--- src/rtl/swtc_pkg.sv ---
// ----------------------------------------------------------------------------
// swtc_pkg
// Shared constants, control word type and microcode ROM for the SJF
// wait/turnaround calculator.
// ----------------------------------------------------------------------------
package swtc_pkg;

  localparam int unsigned MaxProcs = 32;
  localparam int unsigned BurstW   = 16;
  localparam int unsigned IdxW     = 5;
  localparam int unsigned TimeW    = 21;
  localparam int unsigned PcW      = 4;

  typedef logic [PcW-1:0] pc_t;

  localparam pc_t PcLoad   = 4'd0;
  localparam pc_t PcIZero  = 4'd1;
  localparam pc_t PcOuter  = 4'd2;
  localparam pc_t PcCur    = 4'd3;
  localparam pc_t PcInner  = 4'd4;
  localparam pc_t PcWbi    = 4'd5;
  localparam pc_t PcAZero  = 4'd6;
  localparam pc_t PcARead  = 4'd7;
  localparam pc_t PcAWr    = 4'd8;
  localparam pc_t PcOZero  = 4'd9;
  localparam pc_t PcORead  = 4'd10;
  localparam pc_t PcOSend  = 4'd11;
  localparam pc_t PcDone   = 4'd12;

  typedef enum logic [3:0] {
    OP_NONE,
    OP_LOAD,
    OP_IZERO,
    OP_OUTER,
    OP_CUR,
    OP_INNER,
    OP_WBI,
    OP_AZERO,
    OP_AWR,
    OP_OSEND,
    OP_DONE
  } op_e;

  typedef enum logic [2:0] {
    C_NEVER,
    C_ALWAYS,
    C_NOT_LAST,
    C_SORTED,
    C_JMORE,
    C_IMORE
  } cond_e;

  typedef enum logic [1:0] {
    RD_I,
    RD_J,
    RD_JN
  } rd_sel_e;

  typedef struct packed {
    logic    in_rdy;
    logic    wait_in;
    logic    wait_out;
    op_e     op;
    rd_sel_e rd;
    cond_e   cond;
    pc_t     tgt;
  } ctrl_t;

  // taken jump goes to tgt, otherwise pc + 1; wait_* holds pc while its stream is not ready
  function automatic ctrl_t ucode(pc_t pc);
    ctrl_t c;
    c = '{in_rdy: 1'b0, wait_in: 1'b0, wait_out: 1'b0, op: OP_NONE,
          rd: RD_I, cond: C_NEVER, tgt: PcLoad};
    unique case (pc)
      PcLoad: begin
        c.in_rdy  = 1'b1;
        c.wait_in = 1'b1;
        c.op      = OP_LOAD;
        c.cond    = C_NOT_LAST;
        c.tgt     = PcLoad;
      end
      PcIZero: begin
        c.op = OP_IZERO;
      end
      PcOuter: begin
        c.op   = OP_OUTER;
        c.rd   = RD_I;
        c.cond = C_SORTED;
        c.tgt  = PcAZero;
      end
      PcCur: begin
        c.op = OP_CUR;
        c.rd = RD_J;
      end
      PcInner: begin
        c.op   = OP_INNER;
        c.rd   = RD_JN;
        c.cond = C_JMORE;
        c.tgt  = PcInner;
      end
      PcWbi: begin
        c.op   = OP_WBI;
        c.rd   = RD_I;
        c.cond = C_ALWAYS;
        c.tgt  = PcOuter;
      end
      PcAZero: begin
        c.op = OP_AZERO;
      end
      PcARead: begin
        c.rd = RD_I;
      end
      PcAWr: begin
        c.op   = OP_AWR;
        c.cond = C_IMORE;
        c.tgt  = PcARead;
      end
      PcOZero: begin
        c.op = OP_IZERO;
      end
      PcORead: begin
        c.op = OP_NONE;
      end
      PcOSend: begin
        c.wait_out = 1'b1;
        c.op       = OP_OSEND;
        c.cond     = C_IMORE;
        c.tgt      = PcORead;
      end
      PcDone: begin
        c.op   = OP_DONE;
        c.cond = C_ALWAYS;
        c.tgt  = PcLoad;
      end
      default: begin
        c.cond = C_ALWAYS;
        c.tgt  = PcLoad;
      end
    endcase
    return c;
  endfunction

endpackage

--- src/rtl/sjf_wait_turnaround_calc_top.sv ---
// ----------------------------------------------------------------------------
// sjf_wait_turnaround_calc_top
// Non-preemptive shortest-job-first wait and turnaround calculator.
// ----------------------------------------------------------------------------
// Load one burst per input word; the word with tlast closes the batch (words
// beyond MAX_PROCS are dropped, but tlast still closes). The batch is ordered
// by an exchange sort over a sort RAM with one write and one read port, start
// times are summed, and one result word per process comes out in load order,
// tlast on the final one. A batch passes through load, sort (one compare per
// cycle through the sort RAM read port), accumulation and output, and the
// output waits while the sink stalls. A new batch is taken while the last
// result waits.
// ----------------------------------------------------------------------------
module sjf_wait_turnaround_calc_top #(
  parameter int unsigned MAX_PROCS = swtc_pkg::MaxProcs
) (
  input  logic        clk_i,
  input  logic        rst_ni,
  input  logic        s_axis_tvalid,
  output logic        s_axis_tready,
  input  logic [15:0] s_axis_tdata,   // [15:0] burst_time
  input  logic        s_axis_tlast,   // last_process
  output logic        m_axis_tvalid,
  input  logic        m_axis_tready,
  output logic [47:0] m_axis_tdata,   // [4:0] process_index, [25:5] wait_time,
                                      // [46:26] turnaround_time, [47] zero
  output logic        m_axis_tlast    // last_result
);

  localparam int unsigned IW  = $clog2(MAX_PROCS);
  localparam int unsigned CW  = $clog2(MAX_PROCS + 1);
  localparam int unsigned BW  = swtc_pkg::BurstW;
  localparam int unsigned TW  = swtc_pkg::TimeW;
  localparam int unsigned OW  = swtc_pkg::IdxW;
  localparam int unsigned SW  = BW + IW;

  swtc_pkg::pc_t   pc_q, pc_d;
  swtc_pkg::ctrl_t ctrl;

  logic [CW-1:0] cnt_q, cnt_d;
  logic [CW-1:0] i_q, i_d;
  logic [CW-1:0] j_q, j_d;
  logic [SW-1:0] cur_q, cur_d;
  logic [TW-1:0] acc_q, acc_d;
  logic          out_valid_q, out_valid_d;
  logic [OW-1:0] out_idx_q;
  logic [TW-1:0] out_wait_q;
  logic [TW-1:0] out_ta_q;
  logic          out_last_q;

  logic          in_acc;
  logic          can_send;
  logic          stall;
  logic          cond_ok;
  logic [CW:0]   i_inc;
  logic [CW:0]   j_inc;
  logic [31:0]   i_ext;

  logic          sort_we;
  logic [IW-1:0] sort_waddr;
  logic [SW-1:0] sort_wdata;
  logic [IW-1:0] sort_raddr;
  logic [SW-1:0] sort_rdata;
  logic          burst_we;
  logic [BW-1:0] burst_rdata;
  logic          wait_we;
  logic [TW-1:0] wait_rdata;
  logic          swap;

  assign ctrl          = swtc_pkg::ucode(pc_q);
  assign s_axis_tready = ctrl.in_rdy;
  assign in_acc        = s_axis_tvalid && ctrl.in_rdy;
  assign can_send      = !out_valid_q || m_axis_tready;
  assign i_inc         = {1'b0, i_q} + 1'b1;
  assign j_inc         = {1'b0, j_q} + 1'b1;
  assign i_ext         = 32'(i_q);
  assign swap          = cur_q[SW-1 -: BW] > sort_rdata[SW-1 -: BW];
  assign stall         = (ctrl.wait_in && !in_acc) || (ctrl.wait_out && !can_send);

  always_comb begin
    case (ctrl.cond)
      swtc_pkg::C_ALWAYS:   cond_ok = 1'b1;
      swtc_pkg::C_NOT_LAST: cond_ok = !s_axis_tlast;
      swtc_pkg::C_SORTED:   cond_ok = i_inc >= {1'b0, cnt_q};
      swtc_pkg::C_JMORE:    cond_ok = j_inc < {1'b0, cnt_q};
      swtc_pkg::C_IMORE:    cond_ok = i_inc < {1'b0, cnt_q};
      default:              cond_ok = 1'b0;
    endcase
  end

  always_comb begin
    case (ctrl.rd)
      swtc_pkg::RD_J:  sort_raddr = j_q[IW-1:0];
      swtc_pkg::RD_JN: sort_raddr = j_inc[IW-1:0];
      default:         sort_raddr = i_q[IW-1:0];
    endcase
  end

  always_comb begin
    pc_d        = stall ? pc_q : (cond_ok ? ctrl.tgt : pc_q + 1'b1);
    cnt_d       = cnt_q;
    i_d         = i_q;
    j_d         = j_q;
    cur_d       = cur_q;
    acc_d       = acc_q;
    out_valid_d = out_valid_q && !m_axis_tready;
    sort_we     = 1'b0;
    sort_waddr  = i_q[IW-1:0];
    sort_wdata  = cur_q;
    burst_we    = 1'b0;
    wait_we     = 1'b0;
    unique case (ctrl.op)
      swtc_pkg::OP_LOAD: begin
        if (in_acc && (cnt_q < CW'(MAX_PROCS))) begin
          sort_we    = 1'b1;
          burst_we   = 1'b1;
          sort_waddr = cnt_q[IW-1:0];
          sort_wdata = {s_axis_tdata, cnt_q[IW-1:0]};
          cnt_d      = cnt_q + 1'b1;
        end
      end
      swtc_pkg::OP_IZERO: begin
        i_d = '0;
      end
      swtc_pkg::OP_OUTER: begin
        j_d = i_inc[CW-1:0];
      end
      swtc_pkg::OP_CUR: begin
        cur_d = sort_rdata;
      end
      swtc_pkg::OP_INNER: begin
        if (swap) begin
          sort_we    = 1'b1;
          sort_waddr = j_q[IW-1:0];
          cur_d      = sort_rdata;
        end
        j_d = j_inc[CW-1:0];
      end
      swtc_pkg::OP_WBI: begin
        sort_we = 1'b1;
        i_d     = i_inc[CW-1:0];
      end
      swtc_pkg::OP_AZERO: begin
        i_d   = '0;
        acc_d = '0;
      end
      swtc_pkg::OP_AWR: begin
        wait_we = 1'b1;
        acc_d   = acc_q + TW'(sort_rdata[SW-1 -: BW]);
        i_d     = i_inc[CW-1:0];
      end
      swtc_pkg::OP_OSEND: begin
        if (can_send) begin
          out_valid_d = 1'b1;
          i_d         = i_inc[CW-1:0];
        end
      end
      swtc_pkg::OP_DONE: begin
        cnt_d = '0;
      end
      default: begin
      end
    endcase
  end

  always_ff @(posedge clk_i or negedge rst_ni) begin
    if (!rst_ni) begin
      pc_q        <= swtc_pkg::PcLoad;
      cnt_q       <= '0;
      i_q         <= '0;
      j_q         <= '0;
      out_valid_q <= 1'b0;
    end else begin
      pc_q        <= pc_d;
      cnt_q       <= cnt_d;
      i_q         <= i_d;
      j_q         <= j_d;
      out_valid_q <= out_valid_d;
    end
  end

  always_ff @(posedge clk_i) begin
    cur_q <= cur_d;
    acc_q <= acc_d;
    if (ctrl.op == swtc_pkg::OP_OSEND && can_send) begin
      out_idx_q  <= i_ext[OW-1:0];
      out_wait_q <= wait_rdata;
      out_ta_q   <= wait_rdata + TW'(burst_rdata);
      out_last_q <= i_inc == {1'b0, cnt_q};
    end
  end

  // sort entries: {burst, load index}
  swtc_ram #(
    .WIDTH(SW),
    .DEPTH(MAX_PROCS)
  ) u_sort_ram (
    .clk_i  (clk_i),
    .we_i   (sort_we),
    .waddr_i(sort_waddr),
    .wdata_i(sort_wdata),
    .raddr_i(sort_raddr),
    .rdata_o(sort_rdata)
  );

  swtc_ram #(
    .WIDTH(BW),
    .DEPTH(MAX_PROCS)
  ) u_burst_ram (
    .clk_i  (clk_i),
    .we_i   (burst_we),
    .waddr_i(cnt_q[IW-1:0]),
    .wdata_i(s_axis_tdata),
    .raddr_i(i_q[IW-1:0]),
    .rdata_o(burst_rdata)
  );

  swtc_ram #(
    .WIDTH(TW),
    .DEPTH(MAX_PROCS)
  ) u_wait_ram (
    .clk_i  (clk_i),
    .we_i   (wait_we),
    .waddr_i(sort_rdata[IW-1:0]),
    .wdata_i(acc_q),
    .raddr_i(i_q[IW-1:0]),
    .rdata_o(wait_rdata)
  );

  assign m_axis_tvalid = out_valid_q;
  assign m_axis_tdata  = {1'b0, out_ta_q, out_wait_q, out_idx_q};
  assign m_axis_tlast  = out_last_q;

endmodule

--- src/rtl/swtc_ram.sv ---
// ----------------------------------------------------------------------------
// swtc_ram
// Generic single-write, single-read RAM with registered read data.
// ----------------------------------------------------------------------------
module swtc_ram #(
  parameter int unsigned WIDTH = 16,
  parameter int unsigned DEPTH = 32
) (
  input  logic                     clk_i,
  input  logic                     we_i,
  input  logic [$clog2(DEPTH)-1:0] waddr_i,
  input  logic [WIDTH-1:0]         wdata_i,
  input  logic [$clog2(DEPTH)-1:0] raddr_i,
  output logic [WIDTH-1:0]         rdata_o
);

  logic [WIDTH-1:0] mem_q [DEPTH];
  logic [WIDTH-1:0] rdata_q;

  always_ff @(posedge clk_i) begin
    if (we_i) begin
      mem_q[waddr_i] <= wdata_i;
    end
    rdata_q <= mem_q[raddr_i];
  end

  assign rdata_o = rdata_q;

endmodule

--- config.mk ---
export PLATFORM = sky130hd
export DESIGN_NAME = sjf_wait_turnaround_calc_top
export DESIGN_NICKNAME = d
export VERILOG_FILES = /design/src/rtl/swtc_pkg.sv /design/src/rtl/sjf_wait_turnaround_calc_top.sv /design/src/rtl/swtc_ram.sv
export SDC_FILE = /design/constraint.sdc
export NUM_CORES = 2
export LEC_CHECK = 0
export ABC_AREA = 1
export BUFFER_PORTS_ARGS = -buffer_cell sky130_fd_sc_hd__buf_2
export CAP_MARGIN = 25
export CORE_MARGIN = 10
export CORE_UTILIZATION = 40
export CTS_BUF_LIST = sky130_fd_sc_hd__clkbuf_8
export CTS_CLUSTER_SIZE = 30
export DETAILED_ROUTE_END_ITERATION = 12
export PLACE_DENSITY = 0.53
export SYNTH_ARGS = -nofsm -noshare
export SYNTH_HDL_FRONTEND = slang
export SYNTH_SLANG_ARGS = --single-unit
--- constraint.sdc ---
create_clock -name clk_i -period 5.7 [get_ports clk_i]
set_input_delay 0 -clock clk_i [delete_from_list [all_inputs] [get_ports clk_i]]
set_output_delay 0 -clock clk_i [all_outputs]
set_load 0.1 [all_outputs]
==> impl_metrics.ini <==
[logic_synthesis]
ys_seq_area_share_pct = 73.7
synthArstFlopShare_pct = 1.13
synth_seq_cells = 2027
yosysWarnings = 0
avgSynthCellArea_um2 = 12.9
syn_inst = 6313
synth_fp_nets = 6408
synth_edf_count = 1946
netlist_area_mm2 = 0.0817
synthFlopType = edfxtp_1
synth_cell_type_count = 48

[global_route]
grt_start_max_net_pins = 174
gr-total-overflow = 0
grt_pass1_wl_um = 344000
grt_pass1_vias = 51227
grt_use_total_pct = 20.4
antenna_found_initial = 2

[routing]
wl_um = 235000
via_per_inst = 5.55
vias = 52726
drtAntennaViolNets = 0
drtPass1Iterations = 8
wl_per_cell_um = 24.7
drt_iter0_markers = 5205
drc = 0

[cts]
clk_latency_ps = 1060
cts_max_level = 5
ctsResizeCount = 0
cts_sinks = 2027
clock_path_buffers = 4
cts-root-buf = clkbuf_8
cts_buffers = 351
path_clk_slew_ps = 60
tritoncts = done

[worst_setup_path]
rr_startpoint = pc_q[0]$_DFFE_PN0N_
worst-path-buf-inv = 6
max_stage_delay_ps = 760
reg2reg_slack_ps = 1380
r2r_end = u_sort_ram.rdata_o[19]$_DFF_P_
path_max_fanout = 57
path_class = register to register
crit_end = u_sort_ram.rdata_o[19]$_DFF_P_
crit_path_cell_trace = inv_1 -> ha_1 -> inv_1 -> nor2_1 -> inv_1 -> ha_1 -> inv_1 -> a21oi_1 -> a22oi_2 -> buf_4 -> buf_4 -> nand3_1 -> nand3_1 -> nand3_1 -> o21a_1
end_kind = register
cp_slowest_cell = buf_4
required_ps = 6550
cp.depth = 15
worst_setup_path_start_kind = register
critPathArrivalTime_ps = 5170
reg2regPathDepth = 15
cp-startpoint = pc_q[0]$_DFFE_PN0N_
crit_top_cell = inv_1
critPathTopFamily = buffers and inverters

[floorplan]
die_width_um = 472
chipHeight_um = 472
dieArea_mm2 = 0.223
rows = 165
start_util_pct = 40.3
ioPinCount = 72
core_mm2 = 0.203

[sta]
worstMarginPinSlew_ps = 1040
setup_slack_ps = 1380
slew_headroom_pct = 30.7
period_minus_slack_ps = 4320
max_freq_mhz = 231
setup_violations = 0
finalClockSkew_ps = 102
fin_crit_sh_pct = 75.8
hold_viol_final = 0
worst_hold_slack_ps = 107
rsz0062_at_grt = false
drv_slew = 0
setup-tns-final_ps = 0

[status]
outcome = finished clean

[place]
portBuffers = 70
dp_hpwl_um = 129000
place_area_mm2 = 0.0859
pre_cts_slack_ps = 1480
gp_congestion = 0.853
dp_cells = 8856

[cells_and_area]
area_growth_pct = 13.4
fin_cells = 9506
drive_above_1_share_pct = 14.8
final_util_pct = 45.7
final-seq-area_mm2 = 0.0602
fillers = 18333
fin_area_mm2 = 0.0926
multi_input_area_mm2 = 0.0195
nets = 6667

[hold_path]
hp-class = input pin to register
hp-start = s_axis_tdata[8]

[pwr]
p_total_mw = 42.6
ir_drop_mv = 0.399
p_leak_nw = 31.3
power.density_mw_per_mm2 = 460

[job]
max_cap_viol_count = 0
## kinds of logic after synthesis
logic type,share of synthesized area (%)
adders and majority gates,1.15
xor gates and xnor gates,0.375
AOI/OAI and AO/OA,11.2
DFF,73.7
buffers and inverters,2.77
and+or+nand+nor,10.8
other,0.00459
## report_power, final
part           switching, mW  total [mW]  internal (mW)  leakage [nW]
Combinational           8.42        11.6           3.13          9.33
Clock                   5.86        12.2           6.38          3.66
Sequential             0.582        18.8           18.3          18.3
## cell type report
cell class / count / area share, %
Timing Repair Buffer: 302 / 2.66
Antenna cell: 3 / 0.00811
Multi-Input combinational cell: 3703 / 21.1
Inverter: 187 / 0.796
Clock buffer: 373 / 5.54
Clock inverter: 239 / 1.31
Tap cell: 2672 / 3.61
Sequential cell: 2027 / 65.0
## sequential cells by signal, summed over array words and instances, names as in the netlist, 16 cells and up
name,count
u_burst_ram.mem_q,512
u_sort_ram.rdata_o,21
u_sort_ram.mem_q,672
u_wait_ram.mem_q,672
out_ta_q,21
out_wait_q,21
u_wait_ram.rdata_o,21
cur_q,21
acc_q,21
u_burst_ram.rdata_o,16
## cell usage in the layout, fill, tap and decap left out, drive strengths merged, types with 61 or more instances in the layout
master	instances
a21oi	61
buf	272
clkbuf	373
clkinv	119
edfxtp	1946
ha	72
inv	292
nand2	472
nand3	342
nor2	1023
o211ai	280
o21ai	854
o221ai	114
o22ai	186
or2	161
## worst min-delay path: stages
cell and delay [ps]:
dlygate4sd3_1 540, buf_2 120, buf_4 250
## Yosys cell counts, drive strengths merged, types with 4 or more instances
master | instances | share of area [%]
xnor2 | 13 | 0.14
dfxtp | 58 | 1.4
xor2 | 22 | 0.24
o221ai | 114 | 1.2
ha | 72 | 1.1
or2 | 161 | 1.2
edfxtp | 1946 | 72
buf | 81 | 0.46
nand3 | 342 | 2.1
dfrtp | 23 | 0.70
o21ai | 854 | 5.2
nand2 | 472 | 2.2
a21o | 6 | 0.055
a21oi | 61 | 0.37
o22ai | 186 | 1.4
nand4 | 53 | 0.42
inv | 183 | 0.84
clkbuf | 315 | 1.4
clkinv | 4 | 0.018
nor2 | 1023 | 4.8
o211ai | 280 | 2.6
o21a | 15 | 0.14
nor3 | 7 | 0.070
## worst min path at each step
stage	to	slack, ps	depth (start not counted)
CTS	u_burst_ram.mem_q[22][10]$_DFFE_PP_	0.5	3
finish	u_burst_ram.mem_q[19][8]$_DFFE_PP_	110	3
floorplan	cnt_q[0]$_DFFE_PN0P_	-300	0
global route	u_burst_ram.mem_q[22][10]$_DFFE_PP_	60	3
global placement	pc_q[0]$_DFFE_PN0N_	30	1
detailed placement	pc_q[0]$_DFFE_PN0N_	40	1
## metal layers
metal	global-route usage, %	wire length [um]
met4	6.06	6350
met1	28.4	103000
met3	3.31	15500
met5	0	0
met2	32.8	110000
## timing repair
action	4_1_cts	5_1_grt
endpoints found under the setup margin	0	0
hold buffers	31	0
buffers inserted	0	0
hold endpoints to repair	831	0
(Power assumes the default switching activity.)
